[config.mk]
export PLATFORM = sky130hd
export DESIGN_NAME = b2b_controller
export DESIGN_NICKNAME = d
export VERILOG_FILES = /design/src/design/blake2b_hash_engine_assert.svh /design/src/design/b2b_pkg.sv /design/src/design/b2b_controller.sv
export SDC_FILE = /design/constraint.sdc
export NUM_CORES = 1
export LEC_CHECK = 0
export BUFFER_PORTS_ARGS = -buffer_cell sky130_fd_sc_hd__buf_4
export CAP_MARGIN = 15
export CELL_PAD_IN_SITES_DETAIL_PLACEMENT = 0
export CELL_PAD_IN_SITES_GLOBAL_PLACEMENT = 1
export CORE_ASPECT_RATIO = 1.4
export CORE_UTILIZATION = 33
export CTS_CLUSTER_DIAMETER = 80
export DETAILED_ROUTE_END_ITERATION = 6
export PLACE_DENSITY = 0.84
export REMOVE_ABC_BUFFERS = 1
export SYNTH_ARGS = -nofsm -noshare
export SYNTH_HDL_FRONTEND = slang
export SYNTH_SLANG_ARGS = --single-unit
[constraint.sdc]
create_clock -name clk_i -period 1.8 [get_ports clk_i]
set_clock_uncertainty 0.05 [all_clocks]
set_input_delay 0.36 -clock clk_i [delete_from_list [all_inputs] [get_ports clk_i]]
set_output_delay 0.36 -clock clk_i [all_outputs]
set_load 0.005 [all_outputs]
[src/design/blake2b_hash_engine_assert.svh]
// Assertion macros for the BLAKE2b hash engine
`ifndef BLAKE2B_HASH_ENGINE_ASSERT_SVH
`define BLAKE2B_HASH_ENGINE_ASSERT_SVH
`define B2B_ASSERT_IMPL(label, clk, rst_n, ante, cons, msg) \
  label: assert property (@(posedge clk) disable iff (!rst_n) (ante) |-> (cons)) \
    else $error(msg);
`define B2B_ASSERT_NEXT(label, clk, rst_n, ante, cons, msg) \
  label: assert property (@(posedge clk) disable iff (!rst_n) (ante) |=> (cons)) \
    else $error(msg);
`endif

[src/design/b2b_pkg.sv]
// Package with shared types, constants and functions of the BLAKE2b engine
`default_nettype none
package b2b_pkg;
  localparam logic [63:0] IV [8] = '{
    64'h6a09e667f3bcc908, 64'hbb67ae8584caa73b, 64'h3c6ef372fe94f82b,
    64'ha54ff53a5f1d36f1, 64'h510e527fad682d1a, 64'h9b05688c2b3e6c1f,
    64'h1f83d9abfb41bd6b, 64'h5be0cd19137e2179};
  localparam logic [63:0] PARAM_BASE = 64'h0000_0000_0101_0000;

  typedef logic [3:0] sidx_t;

  // sigma(round, position)
  function automatic sidx_t sigma(input logic [3:0] rnd, input logic [3:0] pos);
    logic [63:0] row;
    case (rnd)
      4'd0, 4'd10: row = 64'hfedcba9876543210;
      4'd1, 4'd11: row = 64'h357b20c16df984ae;
      4'd2:        row = 64'h491763eadf250c8b;
      4'd3:        row = 64'h8f04a562ebcd1397;
      4'd4:        row = 64'hd386cb1efa427509;
      4'd5:        row = 64'h91ef57d438b0a6c2;
      4'd6:        row = 64'hb8293670a4def15c;
      4'd7:        row = 64'ha2684f05931ce7bd;
      4'd8:        row = 64'h5a417d2c803b9ef6;
      4'd9:        row = 64'h0dc3e9bf5167482a;
      default:     row = 64'hfedcba9876543210;
    endcase
    return row[{pos, 2'b00} +: 4];
  endfunction

  typedef struct packed {
    logic load_msg;
    logic init;
    logic final_blk;
    logic g_step;
    logic half;
    logic [3:0] rnd;
    logic [2:0] gi;
    logic fold;
    logic reload;
    logic zero_tail;
  } ctrl_t;

  typedef struct packed {
    logic [4:0] word_index;
  } stat_t;
endpackage
`default_nettype wire

[src/design/b2b_controller.sv]
// Controller: sequences loading, compression rounds and digest output
`default_nettype none
module b2b_controller (
  input  wire logic           clk_i,
  input  wire logic           rst_ni,
  input  wire logic           in_fire_i,
  input  wire logic           in_last_i,
  input  wire logic           in_empty_i,
  input  wire b2b_pkg::stat_t stat_i,
  input  wire logic [6:0]     len_i,
  input  wire logic           out_ready_i,
  output logic                in_ready_o,
  output logic                out_valid_o,
  output logic [2:0]          out_idx_o,
  output logic                out_last_o,
  output b2b_pkg::ctrl_t      ctrl_o
);
  typedef enum logic [2:0] {S_IDLE, S_INIT, S_RUN, S_FOLD, S_OUT} state_e;
  state_e     state_q;
  logic       fin_q;
  logic [3:0] rnd_q;
  logic [3:0] step_q;
  logic [2:0] oidx_q;
  logic [2:0] nwords;
  logic       need_comp;

  assign nwords     = 3'((len_i - 7'd1) >> 3);
  assign in_ready_o = (state_q == S_IDLE);
  assign out_valid_o = (state_q == S_OUT);
  assign out_idx_o  = oidx_q;
  assign out_last_o = (oidx_q == nwords);
  assign need_comp  = stat_i.word_index[4] && !(in_last_i && in_empty_i);

  always_comb begin
    ctrl_o = '0;
    ctrl_o.rnd  = rnd_q;
    ctrl_o.gi   = step_q[3:1];
    ctrl_o.half = step_q[0];
    ctrl_o.final_blk = fin_q;
    ctrl_o.load_msg  = (state_q == S_IDLE) && in_fire_i && !need_comp &&
                       !(stat_i.word_index[4] && in_last_i && in_empty_i);
    ctrl_o.zero_tail = (state_q == S_INIT) && fin_q;
    ctrl_o.init   = (state_q == S_INIT);
    ctrl_o.g_step = (state_q == S_RUN);
    ctrl_o.fold   = (state_q == S_FOLD);
    ctrl_o.reload = (state_q == S_OUT) && out_ready_i && out_last_o;
  end

  always_ff @(posedge clk_i or negedge rst_ni) begin
    if (!rst_ni) begin
      state_q <= S_IDLE;
      fin_q <= 1'b0;
      rnd_q <= '0; step_q <= '0; oidx_q <= '0;
    end else begin
      case (state_q)
        S_IDLE: if (in_fire_i) begin
          if (need_comp) begin
            fin_q <= 1'b0; state_q <= S_INIT;
          end else if (in_last_i) begin
            fin_q <= 1'b1; state_q <= S_INIT;
          end
        end
        S_INIT: begin
          rnd_q <= '0; step_q <= '0; state_q <= S_RUN;
        end
        S_RUN: begin
          step_q <= step_q + 4'd1;
          if (step_q == 4'd15) begin
            rnd_q <= rnd_q + 4'd1;
            if (rnd_q == 4'd11) state_q <= S_FOLD;
          end
        end
        S_FOLD: begin
          oidx_q <= '0;
          state_q <= fin_q ? S_OUT : S_IDLE;
        end
        S_OUT: if (out_ready_i) begin
          oidx_q <= oidx_q + 3'd1;
          if (out_last_o) state_q <= S_IDLE;
        end
        default: state_q <= S_IDLE;
      endcase
    end
  end
endmodule
`default_nettype wire

==> results of run 1 <==
==> per-stage QoR <==
step	power (uW)	cells	worst slack, ps	area, um2
after floorplan	839	93	19.4	870
after global placement	1160	167	-181	1210
after detailed placement	1180	167	-195	1210
after CTS	1480	177	-235	1320
after global routing	1680	179	-343	1400
final	1570	179	-258	1400
==> sequential cells by signal, indices dropped and copies added (netlist names) <==
| signal | flops |
|---|---|
| out_idx_o | 3 |
| state_q | 3 |
| fin_q | 1 |
| rnd_q | 4 |
| step_q | 4 |
==> final cells by class <==
type,count,area [um2]
sequential,15,377
tap,34,42.5
inverter,4,17.5
fill,252,1070
timing repair buffer,48,370
multi-input combinational,74,562
clock buffer,4,26.3
==> worst reg2reg max path: stages (launching register included) <==
cell,delay (ps)
dfrtp_1,420
or3b_4,450
buf_4,170
nor3_2,180
xnor2_1,150
nor2_1,70
==> report_power, final <==
part	switching (uW)	total [uW]	internal [uW]
Sequential	124	552	428
Combinational	354	827	473
Clock	109	196	86.4
==> cells by family after synthesis <==
kind of cell,Yosys count,synth area share
simple gates,42,0.259
compound gates,20,0.147
flops,15,0.424
xor+xnor,7,0.0692
buf+inv,7,0.0353
fa+ha+maj,3,0.0424
mux,2,0.0240
==> repair_timing <==
action / CTS / global route
hold buffers: 1 / 0
gates resized for setup: 8 / 13
endpoints found under the setup margin: 5 / 7
setup buffers: 5 / 2
gates cloned: 0 / 0
endpoints found under the hold margin: 15 / 0
pin swaps: 5 / 4
==> metal layers <==
layer	global-route usage	share of wire	vias to the layer above
li1	-	-	443
met1	0.168	0.40	419
met2	0.311	0.54	28
met3	0.0287	0.046	4
met4	0.0625	0.015	0
met5	0	0	-
==> layout by cell type, fill, tap and decap left out, types with 3 or more instances in the layout <==
cell | netlist | final
ha_1 | 3 | 3
buf_4 | 1 | 45
a31oi_1 | 3 | 3
nand3_1 | 4 | 4
nor2_1 | 7 | 7
nand2_1 | 11 | 11
clkbuf_4 | 0 | 3
o21ai_0 | 5 | 5
xnor2_1 | 4 | 4
nor3_2 | 2 | 3
a21oi_1 | 3 | 3
dfrtp_1 | 15 | 14
==> worst min path at each step <==
stage | end | depth (start not counted) | from
floorplan | fin_q | 0 | rst_ni
global placement | step_q[3] | 1 | rst_ni
detailed placement | step_q[2] | 1 | rst_ni
CTS | fin_q | 2 | in_fire_i
global route | fin_q | 2 | in_fire_i
finish | fin_q | 2 | in_fire_i
==> flow_summary.ini, run 1 <==
[outcome]
status = finished, violations left
violations = setup timing

[floorplanning]
rows = 21
start_util = 0.359
die_area_mm2 = 0.00290
core_mm2 = 0.00247
fp.dieW_um = 45.8
pin_count = 39
die_height_um = 63.3

[logic_synthesis]
ys_top_cells_by_area = dfrtp_1 (42%), nand2_1 (4.7%), ha_1 (4.2%), xnor2_1 (4.0%), nor2_1 (3.0%)
ys_ff_latch = 15
synth.distinct_cells = 39
synth.top_cell.area_share = 0.424
synth.avg_cell_area_um2 = 9.23
yosysMostFrequentCell = dfrtp_1
syn_area_um2 = 886
ys_top_cells_by_count = dfrtp_1 (15), nand2_1 (11), nor2_1 (7)
syn-instance-count = 96
yosysWarnings = 0
synthArstFlopShare = 1.00
synth-edff-count = 0
synth-main-ff-cell = dfrtp_1
ys_seq_area_frac = 0.424
yosysTopAreaCell = dfrtp_1

[timing]
slew_violations = 0
finalHoldViolCount = 0
worst_slew_pin_slew_ps = 300
tns_ps = -558
fin_crit_sh = 1.14
rsz0062_at_grt = yes
period_minus_slack_ps = 2060
finalSetupViolCount = 4
layout_setup_ws_ps = -258
timing.hold.ws_ps = 230
max_freq_mhz = 486
worst_slew_margin_rel = 0.798

[critical_path]
critPathSlowestCell = dfrtp_1
crit_required_ps = 1390
critPathArrivalTime_ps = 1650
r2r_cells = 5
worstReg2RegStart = state_q[2]
cp-start-kind = register
crit_family = flip-flops
rrSetupSlack_ps = 210
cp_cell_sequence = xor2_2, mux2_4, nand2b_4, a311oi_2, buf_4
crit_path_end_kind = primary output
crit_buf_inv = 1
cp.depth = 5
slowest_delay_ps = 410
crit_start = out_idx_o[2]
crit_fanout = 3
critPathCapture = ctrl_o[1]
worstSetupPathType = reg2out
r2r-end = rnd_q[2]

[cts]
cts_root_buffer = clkbuf_4
htree_levels = 1
cts_buffer_depth = 2
tritoncts = done
insertion_delay_ps = 290
cts_sinks = 15
clk_pin_slew_ps = 80
cts_buffers = 3

[placement]
finalWeightedCongestion = 0.750
port_buffers = 33
post-dp-hpwl_mm = 1.71

[layout]
num_antenna_cells = 0
final_util = 0.565
final_nets = 167
syn_to_final_growth_pct = 57.5
drive_gt1_frac = 0.483

[drt]
drt-total-wl_mm = 2.23
dr.pass1.iters = 2
wl_per_cell_um = 12.5
drt_iter0_drc = 10
vias = 894
drc_errors = 0
ant_nets = 0
vias_per_cell = 4.99

[grt]
grt_overflow = 0
grt_max_degree = 16
grt_usage = 0.165
grt_pass1_wl_mm = 3.58
grt_pass1_vias = 900
antenna_found_initial = 0

[run]
cap_violations = 0

[power_and_ir_drop]
cellPowerDensity_mw_per_mm2 = 1130
leakagePower_uw = 0.000669
peakVddDrop_mv = 0.893

[hold_path]
hold_class = in2reg
(Power assumes the default switching activity.)
==> run 2: changes to the inputs <==
==> constraint.sdc (replaced) <==
create_clock -name clk_i -period 2.1 [get_ports clk_i]
set_clock_uncertainty 0.05 [all_clocks]
set_input_delay 0.42 -clock clk_i [delete_from_list [all_inputs] [get_ports clk_i]]
set_output_delay 0.42 -clock clk_i [all_outputs]
set_load 0.005 [all_outputs]
==> flow_summary.ini, run 2 (synthesis results as in run 1) <==
[layout]
syn_to_final_growth_pct = 44.2
final_cell_mix = buf_4 (38), dfrtp_1 (15), nand2_1 (11), nor2_1 (7), o21ai_0 (5)
final_nets = 158
fill_cells = 255
multi_input_area_um2 = 523
drive_gt1_frac = 0.397
final_util = 0.517
final_common_cell = buf_4
num_antenna_cells = 0
reg_top3 = rnd_q: 4 flops, step_q: 4 flops
register_area_um2 = 375

[timing]
period_minus_slack_ps = 2090
fin_crit_sh = 0.995
max_freq_mhz = 479
finalHoldViolCount = 0
rsz0062_at_grt = yes
worst_slew_margin_rel = 0.763
slew_violations = 0
worst_slew_pin_slew_ps = 352
finalSetupViolCount = 0

[cts]
cts_root_buffer = clkbuf_4
tritoncts = done
insertion_delay_ps = 290
cts_sinks = 15
cts_buffer_depth = 2
htree_levels = 1
cts_buffers = 3
clk_pin_slew_ps = 90

[grt]
antenna_found_initial = 0
grt_pass1_vias = 895
grt_overflow = 0
grt_pass1_wl_mm = 3.59
grt_max_degree = 16
grt_usage = 0.166

[critical_path]
critPathSlowestCell = or4_4
worstSetupPathType = in2out
cp_cell_sequence = buf_4, or4_4, nand2b_4, a311oi_2, buf_4
crit_path_end_kind = primary output
cp-start-kind = primary input
critPathArrivalTime_ps = 1620
crit_fanout = 2
slowest_delay_ps = 530
r2r_cells = 5
crit_required_ps = 1630
path_common_cell = buf_4

[placement]
port_buffers = 33
finalWeightedCongestion = 0.704
post-dp-hpwl_mm = 1.65

[drt]
wl_per_cell_um = 12.7
drt_iter0_drc = 17
drc_errors = 0
dr.pass1.iters = 4
vias = 859
vias_per_cell = 5.05
ant_nets = 0
drt-total-wl_mm = 2.15

[floorplanning]
core_mm2 = 0.00247
fp.dieW_um = 45.8
rows = 21
die_height_um = 63.3
die_area_mm2 = 0.00290
start_util = 0.359
pin_count = 39

[run]
cap_violations = 0

[hold_path]
hold_class = in2reg
hold_depth = 2

[power_and_ir_drop]
cellPowerDensity_mw_per_mm2 = 934
peakVddDrop_mv = 0.602
leakagePower_uw = 0.000614
total_power_uw = 1190

[outcome]
status = finished clean
## run 2: critical path, delay by kind of cell
| family | cells | cell delay (ps) |
|---|---|---|
| AND/OR/NAND/NOR | 2 | 690 |
| buffers and inverters | 2 | 250 |
| AO/OA/AOI/OAI | 1 | 250 |
## run 2: layout make-up
cell class | instances | share of cell area
tap | 34 | 0.0333
inverter | 4 | 0.0118
clock buffer | 4 | 0.0206
sequential | 15 | 0.294
multi-input combinational | 74 | 0.409
timing repair buffer | 39 | 0.231
## run 2: stage by stage
stage	TNS, ps	instance area [um2]	std cells	setup slack, ps	hold slack, ps
finish	0	1280	170	11.3	268
global route	-97.8	1280	170	-97.8	267
CTS	-8.44	1270	170	-8.44	270
detailed placement	-58.6	1180	163	-58.6	236
global placement	-10.1	1180	163	-10.1	236
floorplan	0	870	93	199	74.4
## run 2: report_power, final
group	internal (uW)	total, uW	switching, uW
logic	296	552	256
registers	365	469	104
clock network	74.1	172	98.3
## run 2: final timing paths
kind / to / from / slack [ps]
worst max-delay path: ctrl_o[1] / len_i[2] / 10
worst min-delay path: fin_q / in_fire_i / 270
worst max register to register: step_q[2] / state_q[2] / 500
worst min register to register: step_q[2] / step_q[2] / 480
max in group asynchronous: step_q[0] / rst_ni / 1370
min in group asynchronous: rnd_q[0] / rst_ni / 460
## run 2: repair_timing
item / 4_1_cts / 5_1_grt
setup buffers: 2 / 0
endpoints found under the setup margin: 3 / 2
hold buffers: 1 / 0
pin swaps: 4 / 1
hold endpoints to repair: 15 / 0
resized for setup: 6 / 3
## run 2: per-layer routing
metal | global-route usage | vias to the layer above | routed length (um)
li1 | - | 420 | -
met1 | 0.169 | 400 | 851
met2 | 0.311 | 36 | 1140
met3 | 0.0344 | 3 | 135
met4 | 0.0551 | 0 | 29
met5 | 0 | - | 0
==> run 3: changes to the inputs <==
--- a/config.mk
+++ b/config.mk
@@ -10,10 +10,10 @@
 export CELL_PAD_IN_SITES_DETAIL_PLACEMENT = 0
 export CELL_PAD_IN_SITES_GLOBAL_PLACEMENT = 1
 export CORE_ASPECT_RATIO = 1.4
-export CORE_UTILIZATION = 33
+export CORE_UTILIZATION = 35
 export CTS_CLUSTER_DIAMETER = 80
 export DETAILED_ROUTE_END_ITERATION = 6
-export PLACE_DENSITY = 0.84
+export PLACE_DENSITY = 0.88
 export REMOVE_ABC_BUFFERS = 1
 export SYNTH_ARGS = -nofsm -noshare
 export SYNTH_HDL_FRONTEND = slang
==> constraint.sdc (replaced) <==
create_clock -name clk_i -period 2.7 [get_ports clk_i]
set_clock_uncertainty 0.05 [all_clocks]
set_input_delay 0.54 -clock clk_i [delete_from_list [all_inputs] [get_ports clk_i]]
set_output_delay 0.54 -clock clk_i [all_outputs]
set_load 0.005 [all_outputs]
==> flow_summary.ini, run 3 (synthesis results as in run 1) <==
[outcome]
status = finished clean

[critical_path]
r2r_cells = 5
crit_path_end_kind = primary output
cp_cell_sequence = buf_4, or4_1, nand2b_1, a311oi_1, buf_4
critPathSlowestCell = or4_1
critPathArrivalTime_ps = 1890
crit_fanout = 3
crit_required_ps = 2110
path_common_cell = buf_4
slowest_delay_ps = 580
worstSetupPathType = in2out
cp.depth = 5
worstReg2RegStart = state_q[2]
crit_start = len_i[2]
crit_family = simple AND/OR/NAND/NOR gates
crit_buf_inv = 2
cp-start-kind = primary input

[timing]
finalSetupViolCount = 0
slew_violations = 0
max_freq_mhz = 404
worst_slew_pin_slew_ps = 393
worst_slew_margin_rel = 0.736
period_minus_slack_ps = 2480
tns_ps = 0
fin_crit_sh = 0.918
rsz0062_at_grt = no
finalHoldViolCount = 0

[hold_path]
hold_class = in2async

[power_and_ir_drop]
leakagePower_uw = 0.000573
p_sw_frac = 0.386
cellPowerDensity_mw_per_mm2 = 746
power.share.sequential = 0.413
internal_power_uw = 547
peakVddDrop_mv = 0.529
p_clk_frac = 0.147
combPwrFrac = 0.440
net-switching-power_uw = 344

[placement]
finalWeightedCongestion = 0.742
port_buffers = 33
place_inst = 161
post-dp-hpwl_mm = 1.60

[cts]
tritoncts = done
cts_sinks = 15
clk_pin_slew_ps = 100
cts_root_buffer = clkbuf_4
cts_resized = 0
htree_levels = 1
insertion_delay_ps = 290
post_cts_buffers = 0
ctsHoldBuffers = 0
cts_buffers = 3
cts_buffer_depth = 2

[layout]
final_nets = 153
final_util = 0.500
reg_top3 = rnd_q: 4 flops, step_q: 4 flops
final_cell_mix = buf_4 (34), dfrtp_1 (15), nand2_1 (11), nor2_1 (7), o21ai_0 (5)
num_antenna_cells = 0
syn_to_final_growth_pct = 34.9
drive_gt1_frac = 0.344
final_common_cell = buf_4
final-instance-count-excl-fill = 165

[floorplanning]
core_mm2 = 0.00239
rows = 21
pin_count = 39
fp.dieW_um = 44.5
start_util = 0.370
die_height_um = 61.5
die_area_mm2 = 0.00274

[grt]
grt_usage = 0.173
grt_pass1_wl_mm = 3.44
grt_overflow = 0
grt_pass1_vias = 831
antenna_found_initial = 0
grt_max_degree = 16

[drt]
dr.pass1.iters = 3
drt-total-wl_mm = 2.05
drc_errors = 0
ant_nets = 0
wl_per_cell_um = 12.4
vias = 830
drt_iter0_drc = 4
vias_per_cell = 5.03

[run]
cap_violations = 0
==> run 3: cell count changes in the layout (fill, tap and decap cells not counted), sizes merged <==
| cell | change |
|---|---|
| dlygate4sd3 | -1 |
| clkbuf | -1 |
| buf | -4 |
| clkinv | +1 |
==> run 3: power by group through the flow <==
stage,clock network (uW),logic [uW],registers (uW)
2_1_floorplan,0,205,354
3_3_place_gp,0,386,366
3_5_place_dp,0,398,371
4_1_cts,138,398,369
5_1_grt,147,435,380
6_report,131,392,368
==> run 3: routing by layer <==
metal | routed length [um] | up-vias | GRT usage
met2 | 1090 | 26 | 0.355
met4 | 24 | 0 | 0.0779
li1 | - | 410 | -
met5 | 0 | - | 0
met1 | 846 | 390 | 0.168
met3 | 87 | 4 | 0.0176
==> run 3: cell type report <==
class,count,area (um2)
clock buffer,3,22.5
clock inverter,1,5.00
fill,235,1200
inverter,4,15.0
multi-input combinational,74,479
sequential,15,375
tap,34,42.5
timing repair buffer,34,255
==> run 3: path summary, 6_finish.rpt <==
check / slack [ps] / end
max: 220 / ctrl_o[1]
min: 30 / step_q[0]
max reg2reg: 1100 / step_q[2]
min reg2reg: 500 / state_q[0]
max in group asynchronous: 2390 / rnd_q[2]
min in group clk_i: 400 / fin_q
==> run 3: metrics by stage <==
step / hold WS [ps] / instance area (um2) / power, uW / setup WS (ps)
3_3_place_gp: 355 / 1170 / 752 / 284
2_1_floorplan: 194 / 870 / 559 / 559
3_5_place_dp: 358 / 1170 / 769 / 228
5_1_grt: 40.3 / 1190 / 961 / 153
4_1_cts: 35.7 / 1190 / 905 / 215
6_report: 33.3 / 1190 / 892 / 222
==> run 3: worst register-to-register path: stages (launching register included) <==
cell     delay, ps
dfrtp_1        450
or3b_2         550
inv_2          130
nor2_1          80
o21ai_0        160
o21ai_1         80
